==> config.mk <==
export PLATFORM = sky130hd
export DESIGN_NAME = pt_cell
export DESIGN_NICKNAME = d
export VERILOG_FILES = /design/src/rtl/pt_pkg.sv /design/src/rtl/pt_cell.sv
export SDC_FILE = /design/constraint.sdc
export NUM_CORES = 1
export LEC_CHECK = 0
export ABC_AREA = 1
export BUFFER_PORTS_ARGS = -buffer_cell sky130_fd_sc_hd__clkbuf_2
export CORE_MARGIN = 3
export CORE_UTILIZATION = 53
export DETAILED_ROUTE_END_ITERATION = 8
export HOLD_SLACK_MARGIN = 0.1
export PLACE_DENSITY = 0.91
export SLEW_MARGIN = 40
export SYNTH_ARGS = -nofsm -noshare
export SYNTH_HDL_FRONTEND = slang
export SYNTH_SLANG_ARGS = --single-unit
==> constraint.sdc <==
create_clock -name i_clk -period 6.1 [get_ports i_clk]
set_input_delay 0.61 -clock i_clk [delete_from_list [all_inputs] [get_ports i_clk]]
set_output_delay 0.61 -clock i_clk [all_outputs]
set_load 0.1 [all_outputs]
==> src/rtl/pt_pkg.sv <==
// ============================================================================
// pt_pkg: shared types and constants of the pair table
// Capacity, field widths, status codes, state encoding and the search token.
// ============================================================================
`default_nettype none

package pt_pkg;

    localparam int CAPACITY = 256;
    localparam int IDX_W    = (CAPACITY > 1) ? $clog2(CAPACITY) : 1;
    localparam int CNT_W    = $clog2(CAPACITY + 1);
    localparam int ID_W     = 64;
    localparam int SLOT_W   = 8;
    localparam int LIVE_W   = 9;
    localparam int STAT_W   = 2;

    localparam logic [STAT_W-1:0] STAT_OK        = 2'd0;
    localparam logic [STAT_W-1:0] STAT_RESERVED  = 2'd1;
    localparam logic [STAT_W-1:0] STAT_FULL      = 2'd2;
    localparam logic [STAT_W-1:0] STAT_NOT_FOUND = 2'd3;

    localparam logic REQ_ADD = 1'b0;
    localparam logic REQ_REM = 1'b1;

    typedef enum logic [1:0] {
        S_IDLE,
        S_CHECK,
        S_RUN,
        S_DONE
    } t_state;

    // Token that walks the row of cells, one cell per cycle.
    typedef struct packed {
        logic             valid;
        logic             is_rem;
        logic [ID_W-1:0]  first;
        logic [ID_W-1:0]  second;
        logic [IDX_W-1:0] pos;
        logic [IDX_W-1:0] slot;
        logic             hit;
    } t_tok;

endpackage

`default_nettype wire

==> src/rtl/pt_cell.sv <==
// ============================================================================
// pt_cell: one slot of the pair table
// Holds a pair and its live bit, acts on the passing token and hands it on.
// ============================================================================
`default_nettype none

module pt_cell (
    input  wire               i_clk,
    input  wire               i_rst_n,
    input  pt_pkg::t_tok      i_tok,
    output pt_pkg::t_tok      o_tok
);

    logic [pt_pkg::ID_W-1:0] r_first;
    logic [pt_pkg::ID_W-1:0] r_second;
    logic                    r_live;
    pt_pkg::t_tok            r_tok;
    pt_pkg::t_tok            n_tok;
    logic                    w_here;
    logic                    w_wr;
    logic                    w_match;

    always_comb begin
        w_here  = i_tok.valid && (i_tok.pos == i_tok.slot);
        w_wr    = w_here && !i_tok.is_rem;
        w_match = i_tok.valid && i_tok.is_rem && !i_tok.hit && r_live
                  && (r_first == i_tok.first) && (r_second == i_tok.second);
        n_tok     = i_tok;
        n_tok.pos = i_tok.pos + 1'b1;
        if (w_match) begin
            n_tok.hit  = 1'b1;
            n_tok.slot = i_tok.pos;
        end
    end

    // Only the live bit and the token's valid bit are reset; the rest of the
    // token and the stored pair simply follow.
    always_ff @(posedge i_clk) begin
        if (!i_rst_n) begin
            r_live      <= 1'b0;
            r_tok.valid <= 1'b0;
        end else begin
            r_tok.valid <= n_tok.valid;
            if (w_wr) begin
                r_live <= 1'b1;
            end else if (w_match) begin
                r_live <= 1'b0;
            end
        end
        r_tok.is_rem <= n_tok.is_rem;
        r_tok.first  <= n_tok.first;
        r_tok.second <= n_tok.second;
        r_tok.pos    <= n_tok.pos;
        r_tok.slot   <= n_tok.slot;
        r_tok.hit    <= n_tok.hit;
        if (w_wr) begin
            r_first  <= i_tok.first;
            r_second <= i_tok.second;
        end
    end

    assign o_tok = r_tok;

endmodule

`default_nettype wire

# After elaboration in Yosys (flattened, before gate mapping)
# Cells that the tools add are included.
word_totals:
  reg_bits: 276
  memories: 0
  latch_bits: 0
  word_cells: 27
  in_bits: 149
  romBits: 0
  out_inout_bits: 147
  ram_bits: 0
classes:
  eq_ne: 3
  add_sub_neg: 1
  n_reduce_logical: 10
  div_mod_pow: 0
  n_mux: 3
  bitwise_logic: 0
  n_shift: 0
  n_lt_le_gt_ge: 0
  multipliers: 0
ops:
  columns: ["operator", "n"]
  rows:
  - ["== test 64 bit", 2]
  - ["2-to-1 mux 9 bit", 1]
  - ["adder 8 x 1 -> 8 bit, second input constant", 1]
  - ["== test 8 bit", 1]
  - ["logical AND 1 bit", 7]
  - ["logical NOT 1 bit", 2]
  - ["2-to-1 mux 1 bit", 2]
  - ["nonzero test 2 bit", 1]

# Depth between registers and ports, before layout
logic_depth:
  ltp_word: 7
  ltp_mapped: 13
  mapped_depth_nobuf: 12

# Worst setup path after synthesis
# OpenSTA, ideal clock, no wires.
synth_timing:
  path_type: "input-to-reg"
  start: "input port i_tok[11] (netlist name)"
  end: "register r_first[0] (netlist name), enable pin"
  setup_slack_ns: 1.987
  path_buffers: 1
  setup_ns: 0.481
  cell_stages: 5
  arrival_time_ns: 3.632
  cell_sequence: "clkbuf_1 xor2_1 a21oi_1 nand3_1 inv_1"
synth_via:
  elab_chain_cells: 3
synth_rtl:
  columns: ["item", "line", "text"]
  rows:
  - ["start: declaration", "pt_cell.sv:10", "input pt_pkg::t_tok i_tok,"]
  - ["== test 8 bit", "pt_cell.sv:24", "w_here = i_tok.valid && (i_tok.pos == i_tok.slot);"]
  - ["logical AND 1 bit", "pt_cell.sv:24", null]
  - ["logical AND 1 bit", "pt_cell.sv:25", "w_wr = w_here && !i_tok.is_rem;"]
  - ["named net w_wr", "pt_cell.sv:20", "logic w_wr;"]
  - ["end signal: assignment", "pt_cell.sv:57", "r_first <= i_tok.first;"]
  - ["end: declaration", "pt_cell.sv:14", "logic [pt_pkg::ID_W-1:0] r_first;"]
# The timed path passes the listed nets, and every way through them passes these cells.
# A chain may end at the register's enable or synchronous reset.

# Worst setup path in the final report
layout_timing:
  start: "input port i_tok[8] (netlist name)"
  end: "register r_first[2] (netlist name), enable pin"
# Same word-level chain as after synthesis.

==> summary.md <==
| Metric | Value |
|---|---|
| Vias per inst | 4.76 |
| Root Driver | clkbuf_16 |
| R2r setup slk | 4.21 ns |
| Launching element type of the critical path | input pin |
| Die height | 136 um |
| Commonest non-fill, non-tap cell in the layout | clkbuf_2 |
| Distinct cells, synth | 25 |
| Worst Setup End Kind | register |
| Max-cap violations | 0 |
| Ant. Diodes | 0 |
| TritonCTS Buffers | 26 |
| Total negative setup slack | 0 ns |
| Routed Antenna Nets | 0 |
| Pint | 3.10 mW |
| Comb power frac | 14.0% |
| Antenna violations before repair | 0 |
| Worst Hold Launch | i_tok[34] |
| DR pass1 iterations | 4 |
| Total Wirelength | 19600 um |
| WHS Path Cells | 1 |
| WL/cell | 16.3 um |
| Final setup vio count | 0 |
| First DRT Iteration DRCs | 279 |
| Global route overflow | 0 |
| DIE AREA | 18500 um2 |
| Worst-path clk slew | 0.06 ns |
| CTS Hold Bufs | 0 |
| Postcts setup bufs | 0 |
| Min cycle time layout | 2.60 ns |
| Share of cells above drive strength 1 | 36.0% |
| Worst Clk Skew | 0.0100 ns |
| R2r endpoint | o_tok[2] |
| Die Width | 136 um |
| Tot GR Track Use | 20.4% |
| Gpl congestion | ~0.8 |
| Number of I/O port buffers | 295 |
| Reg2reg start | r_second[61] |
| RSZ-0062 raised after global routing | false |
| Hold Crit Class | input pin to register |
| First-pass GRT wire length | 29700 um |
| TritonCTS clock tree | done |
| Slew at the pin closest to its max-slew limit | 0.839 ns |
| Slew margin rel. | between 40 and 50% |
| Row count | 46 |
| Power Density | around 370 nW/um2 |
| Initial Utilization | 55.2% |
| H-tree Lvls | 1 |
| Synthesis-to-finish area growth | 29.6% |
| Net Sw Frac | 27.3% |
| Outcome | finished clean |
| CTS sink count | 276 |
| Synthesized flop and latch total | 276 |
| Req. time, crit path | between 6 and 7 ns |
| Critical path type | input pin to register |
| Drt drc | 0 |
| Vias | ~5700 |
| Largest net degree at the start of global routing | 86 |
| Clock share of power | 39.0% |
| CTS Buffer Depth | 3 |
| Yosys warnings | 0 |
| Psw | 1.17 mW |
| Tcrit/Tclk final | a little over two fifths |
| Pleak | 5.01 nW |
| Synth Instances | 647 |
| Fin. Hold Viols | 0 |
| CP Max Fanout | 85 |
| Worst VDD drop | ~360 uV |
| Post-CTS sizing | 0 |
| Number of global-route vias before repair | between 5000 and 6000 |
| Seq pwr share | 47.0% |
| Synth Net Count | between 700 and 800 |
| Sequential share of the synthesized area | 76.0% |
| Final #Nets | 1119 |
| IO Pins | 296 |
| CP arrival | 2.75 ns |
| Fmax | 0.385 GHz |
| Hold endpoint | o_tok[34] |
| Worst-case reg-to-reg path depth | 10 |
| Commonest non-fill, non-tap cells in the layout | clkbuf_2, dfxtp_1, edfxtp_1 |
| Core area | between 15000 and 20000 um2 |
| Mapped Area | 8960 um2 |
| Syn_area_per_cell | 13.8 um2 |
| Clock Latency Late Sink | 0.51 ns |
| Dpl hpwl | ~14000 um |
| Hold WS | 0.239 ns |
| Pins Over Slew Limit | 0 |
## worst max path at each step
stage | to | slack (ns) | startpoint | cells past startpoint
2_1_floorplan | r_first[0] | 1.99 | i_tok[11] | 5
3_3_place_gp | r_second[60] | 2.98 | i_tok[14] | 7
3_5_place_dp | r_second[60] | 3.05 | i_tok[8] | 9
4_1_cts | r_second[60] | 3.59 | i_tok[8] | 9
5_1_grt | r_second[61] | 3.35 | i_tok[8] | 9
6_report | r_first[2] | 3.50 | i_tok[8] | 9
## cell families after synthesis
logic type / after synthesis / share of synthesized area, %
adder cells (fa/ha/maj): 1 / 0.140
AND/OR/NAND/NOR: 188 / 8.98
AO/OA/AOI/OAI: 14 / 1.22
XOR/XNOR: 117 / 11.4
flip-flops: 276 / 76.0
buffers and inverters: 51 / 2.22
## layer usage
metal | GRT usage (%) | part of all wire [%] | vias to the layer above | wire (um)
met1 | 23.2 | 38 | 2663 | 7370
met3 | 5.03 | 7.4 | 41 | 1460
li1 | - | - | 2762 | -
met4 | 5.94 | 3.0 | 0 | 590
met5 | 0 | 0 | - | 0
met2 | 37.9 | 52 | 270 | 10200
## power groups by stage
stage	Sequential [mW]	Clock [mW]	Combinational, mW
2_1_floorplan	2.43	0	0.0586
3_3_place_gp	2.04	0	0.589
3_5_place_dp	2.05	0	0.597
4_1_cts	2.01	1.70	0.600
5_1_grt	2.01	1.77	0.620
6_report	2.01	1.67	0.598
## synthesized netlist by cell type
cell / count / area share [%]
dfxtp_1: 148 / 33
edfxtp_1: 128 / 43
nand2_1: 93 / 3.9
xnor2_1: 84 / 8.2
nor2_1: 61 / 2.6
inv_1: 49 / 2.1
xor2_1: 33 / 3.2
nand3_1: 10 / 0.56
nand4_1: 10 / 0.70
a21oi_2: 8 / 0.78
nor2_2: 4 / 0.28
a21oi_1: 2 / 0.11
nor2_4: 2 / 0.25
nor3_1: 2 / 0.11
o22ai_1: 2 / 0.14
or2_0: 2 / 0.14
a211oi_1: 1 / 0.084
buf_6: 1 / 0.13
clkbuf_1: 1 / 0.042
ha_1: 1 / 0.14
nand2_2: 1 / 0.070
nand3_2: 1 / 0.11
nand3_4: 1 / 0.20
nor3_2: 1 / 0.11
o2111ai_1: 1 / 0.098
## critical path: stages
cell	delay, ns
clkbuf_2	0.10
inv_1	0.10
nor2_1	0.05
nor2_1	0.09
nand2_1	0.07
nor3_1	0.21
nand3_1	0.20
inv_6	0.57
buf_4	0.60
## registers in the layout, summed over array words and instances, names as in the netlist
signal	count
r_first	64
o_tok	147
r_second	64
r_live	1
## area by class of cell
type,count,area [um2]
sequential,276,6810
fill,1119,4620
timing repair buffer,296,1480
clock buffer,37,776
multi-input combinational,320,1950
tap,216,270
clock inverter,11,134
inverter,49,189
## stage by stage
stage	worst slack (ns)	util, %	cells	cell area (um2)	power [mW]
2_1_floorplan	1.99	-	647	8960	2.49
3_3_place_gp	2.98	65.9	1157	10700	2.63
3_5_place_dp	3.05	65.9	1157	10700	2.64
6_report	3.50	71.5	1205	11600	4.27
5_1_grt	3.35	71.5	1205	11600	4.40
4_1_cts	3.59	71.5	1205	11600	4.31
Power figures use the tool's default switching activity.
